==> src/sv/rc4sc_pkg.sv <==
package rc4sc_pkg;

    // Input item: key byte or data byte
    typedef struct packed {
        logic       func;
        logic [7:0] byte_in;
        logic       last;
    } t_in_item;

    // Result item: one per data byte
    typedef struct packed {
        logic [7:0] byte_out;
        logic       last_out;
    } t_out_item;

    // Item kinds carried in func
    localparam logic FUNC_KEY  = 1'b0;
    localparam logic FUNC_DATA = 1'b1;

endpackage

==> src/sv/rc4_stream_cipher_top.sv <==
// RC4 byte cipher. Key bytes (func = 0) are stored in order. The key byte
// marked last starts the key schedule: a pass that loads the identity
// permutation, then 256 mixing steps, during which no item is taken. Each
// data byte (func = 1) passes through the single read/write permutation
// memory (read S[i], read S[j], two writes for the swap, read S[t]). It
// gives one result: the input XOR the keystream byte, or the input
// unchanged when the two are equal. The data byte marked last reruns the
// key schedule so the next message starts fresh. After reset the block
// first clears the key store and schedules a one-byte zero key. Key bytes
// beyond MAX_KEY_BYTES are dropped; a last mark still ends the key.
module rc4_stream_cipher_top #(
    parameter int MAX_KEY_BYTES = 256
) (
    input  logic                 i_clk,
    input  logic                 i_rst_n,
    input  logic                 i_in_valid,
    output logic                 o_in_stall,
    input  rc4sc_pkg::t_in_item  i_in_data,
    output logic                 o_out_valid,
    input  logic                 i_out_stall,
    output rc4sc_pkg::t_out_item o_out_data
);
    import rc4sc_pkg::*;

    localparam logic [8:0] KeyMax = 9'(MAX_KEY_BYTES);

    // Sequencer codes
    localparam logic [3:0] ST_IDLE = 4'd0;
    localparam logic [3:0] ST_INIT = 4'd1;
    localparam logic [3:0] ST_S_RD = 4'd2;
    localparam logic [3:0] ST_S_J  = 4'd3;
    localparam logic [3:0] ST_S_W1 = 4'd4;
    localparam logic [3:0] ST_S_W2 = 4'd5;
    localparam logic [3:0] ST_D_J  = 4'd6;
    localparam logic [3:0] ST_D_W1 = 4'd7;
    localparam logic [3:0] ST_D_W2 = 4'd8;
    localparam logic [3:0] ST_D_OUT = 4'd9;

    // Permutation and key memories
    logic [7:0] perm_mem [256];
    logic [7:0] key_mem  [256];

    logic [3:0] r_state, n_state;
    logic [7:0] r_n, n_n;
    logic [7:0] r_i, n_i;
    logic [7:0] r_j, n_j;
    logic [7:0] r_si, n_si;
    logic [7:0] r_sj, n_sj;
    logic [7:0] r_t, n_t;
    logic [8:0] r_kidx, n_kidx;
    logic [8:0] r_key_count, n_key_count;
    logic [8:0] r_key_len, n_key_len;
    logic       r_clr_key, n_clr_key;
    logic [7:0] r_byte, n_byte;
    logic       r_last, n_last;
    logic       r_out_valid, n_out_valid;
    t_out_item  r_out, n_out;

    logic [7:0] r_perm_rd;
    logic [7:0] r_key_rd;
    logic [7:0] perm_raddr, perm_waddr, perm_wdata;
    logic       perm_we;
    logic [7:0] key_raddr, key_waddr, key_wdata;
    logic       key_we;

    logic       in_acc;
    logic       out_free;
    logic [7:0] j_sched, j_data, t_sum, ks;
    logic [8:0] kidx_inc;

    assign in_acc   = i_in_valid && (r_state == ST_IDLE);
    assign out_free = !r_out_valid || !i_out_stall;
    assign j_sched  = r_j + r_perm_rd + r_key_rd;
    assign j_data   = r_j + r_perm_rd;
    assign t_sum    = r_si + r_sj;
    assign kidx_inc = r_kidx + 9'd1;
    // Latest write to S[j] is not yet seen by the read of S[t]
    assign ks       = (r_t == r_j) ? r_si : r_perm_rd;

    // Memories: one write and one registered read each cycle
    always_ff @(posedge i_clk) begin
        if (perm_we) begin
            perm_mem[perm_waddr] <= perm_wdata;
        end
        r_perm_rd <= perm_mem[perm_raddr];
        if (key_we) begin
            key_mem[key_waddr] <= key_wdata;
        end
        r_key_rd <= key_mem[key_raddr];
    end

    // Sequencer and datapath
    always_comb begin
        n_state     = r_state;
        n_n         = r_n;
        n_i         = r_i;
        n_j         = r_j;
        n_si        = r_si;
        n_sj        = r_sj;
        n_t         = r_t;
        n_kidx      = r_kidx;
        n_key_count = r_key_count;
        n_key_len   = r_key_len;
        n_clr_key   = r_clr_key;
        n_byte      = r_byte;
        n_last      = r_last;
        n_out_valid = r_out_valid && i_out_stall;
        n_out       = r_out;
        perm_raddr  = r_n;
        perm_we     = 1'b0;
        perm_waddr  = r_n;
        perm_wdata  = r_n;
        key_raddr   = r_kidx[7:0];
        key_we      = 1'b0;
        key_waddr   = r_key_count[7:0];
        key_wdata   = i_in_data.byte_in;

        unique case (r_state)
            ST_IDLE: begin
                perm_raddr = r_i + 8'd1;
                if (in_acc) begin
                    if (i_in_data.func == FUNC_DATA) begin
                        n_i     = r_i + 8'd1;
                        n_byte  = i_in_data.byte_in;
                        n_last  = i_in_data.last;
                        n_state = ST_D_J;
                    end else begin
                        // Store key byte, drop it past the limit
                        if (r_key_count < KeyMax) begin
                            key_we      = 1'b1;
                            n_key_count = r_key_count + 9'd1;
                        end
                        if (i_in_data.last) begin
                            n_key_len   = (r_key_count < KeyMax) ?
                                          r_key_count + 9'd1 : r_key_count;
                            n_key_count = 9'd0;
                            n_n         = 8'd0;
                            n_clr_key   = 1'b0;
                            n_state     = ST_INIT;
                        end
                    end
                end
            end
            ST_INIT: begin
                // Load identity permutation, clear the key store after reset
                perm_we   = 1'b1;
                key_we    = r_clr_key;
                key_waddr = r_n;
                key_wdata = 8'd0;
                n_n       = r_n + 8'd1;
                if (r_n == 8'hFF) begin
                    n_j     = 8'd0;
                    n_kidx  = 9'd0;
                    n_state = ST_S_RD;
                end
            end
            ST_S_RD: begin
                n_state = ST_S_J;
            end
            ST_S_J: begin
                n_si       = r_perm_rd;
                n_j        = j_sched;
                perm_raddr = j_sched;
                n_state    = ST_S_W1;
            end
            ST_S_W1: begin
                perm_we    = 1'b1;
                perm_wdata = r_perm_rd;
                n_state    = ST_S_W2;
            end
            ST_S_W2: begin
                perm_we    = 1'b1;
                perm_waddr = r_j;
                perm_wdata = r_si;
                n_n        = r_n + 8'd1;
                n_kidx     = (kidx_inc >= r_key_len) ? 9'd0 : kidx_inc;
                if (r_n == 8'hFF) begin
                    n_i     = 8'd0;
                    n_j     = 8'd0;
                    n_state = ST_IDLE;
                end else begin
                    n_state = ST_S_RD;
                end
            end
            ST_D_J: begin
                n_si       = r_perm_rd;
                n_j        = j_data;
                perm_raddr = j_data;
                n_state    = ST_D_W1;
            end
            ST_D_W1: begin
                n_sj       = r_perm_rd;
                perm_we    = 1'b1;
                perm_waddr = r_i;
                perm_wdata = r_perm_rd;
                n_state    = ST_D_W2;
            end
            ST_D_W2: begin
                perm_we    = 1'b1;
                perm_waddr = r_j;
                perm_wdata = r_si;
                perm_raddr = t_sum;
                n_t        = t_sum;
                n_state    = ST_D_OUT;
            end
            ST_D_OUT: begin
                // Hold the read of S[t] until the result register frees up
                perm_raddr = r_t;
                if (out_free) begin
                    n_out_valid    = 1'b1;
                    n_out.byte_out = (ks == r_byte) ? r_byte : (r_byte ^ ks);
                    n_out.last_out = r_last;
                    if (r_last) begin
                        n_n       = 8'd0;
                        n_clr_key = 1'b0;
                        n_state   = ST_INIT;
                    end else begin
                        n_state = ST_IDLE;
                    end
                end
            end
            default: begin
                n_state = ST_IDLE;
            end
        endcase
    end

    // Control registers
    always_ff @(posedge i_clk) begin
        if (!i_rst_n) begin
            r_state     <= ST_INIT;
            r_n         <= 8'd0;
            r_i         <= 8'd0;
            r_j         <= 8'd0;
            r_kidx      <= 9'd0;
            r_key_count <= 9'd0;
            r_key_len   <= 9'd1;
            r_clr_key   <= 1'b1;
            r_out_valid <= 1'b0;
        end else begin
            r_state     <= n_state;
            r_n         <= n_n;
            r_i         <= n_i;
            r_j         <= n_j;
            r_kidx      <= n_kidx;
            r_key_count <= n_key_count;
            r_key_len   <= n_key_len;
            r_clr_key   <= n_clr_key;
            r_out_valid <= n_out_valid;
        end
    end

    // Payload registers
    always_ff @(posedge i_clk) begin
        r_si   <= n_si;
        r_sj   <= n_sj;
        r_t    <= n_t;
        r_byte <= n_byte;
        r_last <= n_last;
        r_out  <= n_out;
    end

    assign o_in_stall  = (r_state != ST_IDLE);
    assign o_out_valid = r_out_valid;
    assign o_out_data  = r_out;

endmodule

==> config.mk <==
export PLATFORM = sky130hd
export DESIGN_NAME = rc4_stream_cipher_top
export DESIGN_NICKNAME = d
export VERILOG_FILES = /design/src/sv/rc4sc_pkg.sv /design/src/sv/rc4_stream_cipher_top.sv
export SDC_FILE = /design/constraint.sdc
export NUM_CORES = 2
export LEC_CHECK = 0
export BUFFER_PORTS_ARGS = -buffer_cell sky130_fd_sc_hd__buf_2
export CORE_MARGIN = 2
export CORE_UTILIZATION = 31
export DETAILED_ROUTE_END_ITERATION = 8
export GPL_TIMING_DRIVEN = 0
export PLACE_DENSITY = 0.5
export SLEW_MARGIN = 20
export SYNTH_ARGS = -nofsm -noshare
export SYNTH_HDL_FRONTEND = slang
export SYNTH_SLANG_ARGS = --single-unit
==> constraint.sdc <==
create_clock -name i_clk -period 8 [get_ports i_clk]
set_clock_uncertainty 0.15 [all_clocks]
set_input_delay 2 -clock i_clk [delete_from_list [all_inputs] [get_ports i_clk]]
set_output_delay 2 -clock i_clk [all_outputs]
set_load 0.02 [all_outputs]
==> results by group <==
Outcome
  – Status: finished with violations
  – Failing checks: negative setup slack

Timing
  – Final critical-path share of the clock period: 1.04
  – Final worst slack: -0.290 ns
  – Least-Margin Pin Slew: ~1.3 ns
  – Hold Fails Final Rpt: 0
  – Unrepaired setup endpoints after global routing: no
  – Max Slew Vio Count: 0
  – Fmax: 121 MHz
  – Rel. slew slack: 0.114
  – Tmin final: 8.29 ns
  – Final setup TNS: -0.981 ns
  – Hold Slack: slightly below 0.3 ns
  – Final setup vio count: 6

Route
  – Remaining DRCs: 0
  – Via count: 102000
  – WL per Instance: 42.5 µm
  – Number of detailed-route iterations in the first pass: 8
  – DRT iter0 DRCs: 16700
  – Final wirelength: 746000 µm
  – Mean number of vias per cell: 5.80
  – Post-route ant nets: 0

Critical path
  – CP cell instances: ha_1 -> ha_1 -> and3_1 -> a211oi_1 -> o22ai_4 -> nand2_4 -> buf_4 -> buf_4 -> buf_4 -> buf_2 -> a311oi_1 -> nor3_2 -> nor3_1 -> o22ai_1 -> a311oi_1
  – CP bufs+invs: 4
  – Worst-path maximum fanout: 11
  – Worst Reg2Reg Path Length in Cells: 15
  – Crit end category: flip-flop
  – Nature of the critical path startpoint: flip-flop
  – CP max stage delay: between 0.9 and 1 ns
  – Top delay family on crit path: buffers and inverters
  – CP required: 8.59 ns
  – Worst r2r src: r_perm_rd[0]$_DFF_P_
  – CP arrival: about 8.9 ns
  – Most frequent CP cell: buf_4
  – Critical R2R Capture: r_perm_rd[4]$_DFF_P_
  – Type of the worst setup path: flip-flop to flip-flop
  – R2R setup slack: -0.29 ns
  – Crit path max-delay cell type: o22ai_1

Logic synthesis
  – Synth area leaders: edfxtp_1, mux4_2, nand2_1
  – Post-synthesis sequential area ratio: 0.752
  – Main combinational cell family by area after synthesis: multiplexers
  – Synth Area in Adders: 0.00298
  – Complex-gate fraction of the synthesized area: 0.0420
  – Gate Count Post-Synth: 9286
  – FF+latch count, synth: 4211
  – XOR/XNOR Fraction of Synth Area: 0.00278
  – Number of distinct library cells after synthesis: 100
  – Area leader, netlist: edfxtp_1
  – Post-Syn Area: 167000 µm²
  – Top FF cell, synth: edfxtp_1
  – Synth warn: 0
  – Number of synthesized flops with an enable pin: 4138
  – Async SR Flop Fraction: 0
  – Simple-gate share of the synthesized area: 0.0607
  – Synthesized area per cell: between 15 and 20 µm²
  – Syn_nets: 9338
  – Top-area cell type share of the netlist area: 0.744
  – Fraction of synthesized area in multiplexers: 0.122

Place
  – Number of port buffers: 23
  – Pre-CTS WS: -0.176 ns
  – Detailed Place HPWL: 524000 µm
  – Global placer's final weighted congestion: 1.03
  – Placed inst area: 181000 µm²
  – Dpl cells: 16700

GRT
  – First-pass GRT wire length: around 960000 µm
  – Vias in the first global route: 96900
  – Largest net degree at the start of global routing: 130
  – Initial antenna violation count: around 100
  – Total GRT Usage: 0.267
  – Grt ovf: 0

Die
  – Die ar.: 545000 µm²
  – Die Y: 738 µm
  – Top-Level Pins: 25
  – Row count: 269
  – Initial Util: 0.311
  – Die width: 738 µm
  – Core area: roughly 540000 µm²

Layout
  – End-of-flow core utilization: 0.364
  – Area delta synth->final: 16.9%
  – # nets final: 9985
  – Final Instance Count excl. Fillers: 17600
  – Final Cell Area: 195000 µm²
  – Filler cell count: 49800
  – Layout cell share with drive strength beyond 1: 0.220

Clocking
  – CTS Buf Count: 435
  – Clock sink total: about 4200
  – Clk Latency, worst-skew pair: 1.09 ns
  – Clk root buf: clkbuf_16
  – CTS clk-pin slew, worst paths: approximately 0.060 ns
  – Post-CTS Hold Buffers: 0
  – Clock Tree Buf Depth: 4
  – H-tree Lvls: 5
  – CTS tree: done
  – Post-CTS Resized: 5
  – Setup bufs post-CTS: 0

Job
  – Max_cap viols: 0

Hold path
  – Worst Hold Launch: r_clr_key$_SDFFE_PN1P_
  – HP Class: flip-flop to flip-flop
  – Hold path endpoint: r_clr_key$_SDFFE_PN1P_
  – WHS Path Cells: 2

Power and ir drop
  – Switching Share: 0.413
  – Total power: between 70 and 80 mW
  – Leak pwr: 61.2 nW
  – PwrDens: 367 nW/µm²
  – NetSw: 29.6 mW
  – Seq pwr share: 0.354
  – Max IR drop VDD: around 0.00024 V
  – Clock share of power: 0.285
  – Gate power share: 0.361
  – Int Pwr: between 40 and 50 mW
## area by class of cell
class | count | area [µm²] | area share
Inverter | 50 | 248 | 0.00127
Clock inverter | 245 | 2460 | 0.0126
Clock buffer | 556 | 11500 | 0.0591
Antenna cell | 74 | 185 | 0.000948
Multi-Input combinational cell | 4430 | 39300 | 0.201
Timing Repair Buffer | 210 | 3890 | 0.0199
Tap cell | 7181 | 8980 | 0.0460
Sequential cell | 4211 | 126000 | 0.644
Buffer | 595 | 2930 | 0.0150
## sequential cells by signal (all words and copies together) (netlist names), 4 cells and up
signal       count
key_mem       2048
o_out_data       9
perm_mem      2048
r_byte           8
r_i              8
r_j              8
r_key_count      9
r_key_len        9
r_key_rd         8
r_kidx           9
r_n              8
r_perm_rd        8
r_si             8
r_sj             8
r_state          4
r_t              8
## metal layers
| layer | part of all wire | wire, µm | global-route usage |
|---|---|---|---|
| met1 | 0.36 | 272000 | 0.326 |
| met2 | 0.45 | 336000 | 0.413 |
| met3 | 0.098 | 73400 | 0.0659 |
| met4 | 0.087 | 64800 | 0.192 |
| met5 | 0.00022 | 166 | 0.0000874 |
## logic make-up (layout without fill, tap and decap cells)
group,Yosys count,after routing
flip-flops,4211,4211
adder cells (fa/ha/maj),38,38
buffers and inverters,645,1656
multiplexers,1041,1041
other,0,74
AND/OR/NAND/NOR,2331,2331
AO/OA/AOI/OAI,967,967
XOR/XNOR,53,53
## cell usage after synthesis (26+ instances only)
library cell / count
a21oi_1: 161
o22ai_1: 53
and2_1: 27
nor3_1: 44
o21ai_0: 80
a221oi_1: 36
xnor2_1: 31
and3_1: 119
a22oi_1: 69
nor4_1: 26
nand3_1: 282
buf_4: 45
nand4_1: 53
buf_1: 82
nor2_1: 610
clkbuf_1: 319
a32oi_1: 126
a211oi_1: 111
a311oi_1: 35
dfxtp_1: 73
edfxtp_1: 4138
inv_1: 47
mux2i_1: 233
mux4_2: 797
ha_1: 35
buf_2: 136
nand2_1: 1056
a31oi_1: 81
nor2b_1: 29
## worst max path at each step
stage	from	to	depth (start not counted)
global placement	i_in_data[4]	key_mem[88][3]$_DFFE_PP_	2
detailed placement	r_perm_rd[0]$_DFF_P_	r_perm_rd[3]$_DFF_P_	15
CTS	r_state[0]$_SDFFE_PN1P_	r_perm_rd[6]$_DFF_P_	15
finish	r_perm_rd[0]$_DFF_P_	r_perm_rd[4]$_DFF_P_	15
floorplan	i_in_data[1]	key_mem[0][0]$_DFFE_PP_	1
global route	r_perm_rd[0]$_DFF_P_	r_perm_rd[4]$_DFF_P_	15
## power by group through the flow
stage | clock network, mW | logic (mW) | registers [mW]
6_report | 20.5 | 25.9 | 25.4
3_5_place_dp | 0 | 24.2 | 25.9
4_1_cts | 20.6 | 24.3 | 25.4
3_3_place_gp | 0 | 22.5 | 26.5
2_1_floorplan | 0 | 8.30 | 26.0
5_1_grt | 21.4 | 24.7 | 25.4
## worst min-delay path, delay by kind of cell (launching register included)
kind	cells	cell delay [ns]
AND/OR/NAND/NOR	2	0.09
flip-flops	1	0.31
## layout by cell type, fill, tap and decap left out, types with 38 or more instances in the layout
| cell | count |
|---|---|
| edfxtp_1 | 4138 |
| nand2_1 | 1049 |
| mux4_2 | 797 |
| nor2_1 | 473 |
| clkbuf_16 | 442 |
| nand3_1 | 282 |
| clkbuf_1 | 274 |
| mux2i_1 | 232 |
| buf_2 | 211 |
| clkbuf_2 | 157 |
| a21oi_1 | 156 |
| nor2_2 | 126 |
| a32oi_1 | 126 |
| and3_1 | 119 |
| a211oi_1 | 101 |
| clkinv_1 | 86 |
| buf_16 | 86 |
| a31oi_1 | 79 |
| clkinv_2 | 79 |
| o21ai_0 | 78 |
| diode_2 | 74 |
| dfxtp_1 | 73 |
| buf_4 | 68 |
| a22oi_1 | 67 |
| nand4_1 | 53 |
| o22ai_1 | 51 |
| buf_12 | 42 |
| inv_1 | 39 |
| bufinv_16 | 39 |
| nor3_1 | 38 |
Power figures use the tool's default switching activity.
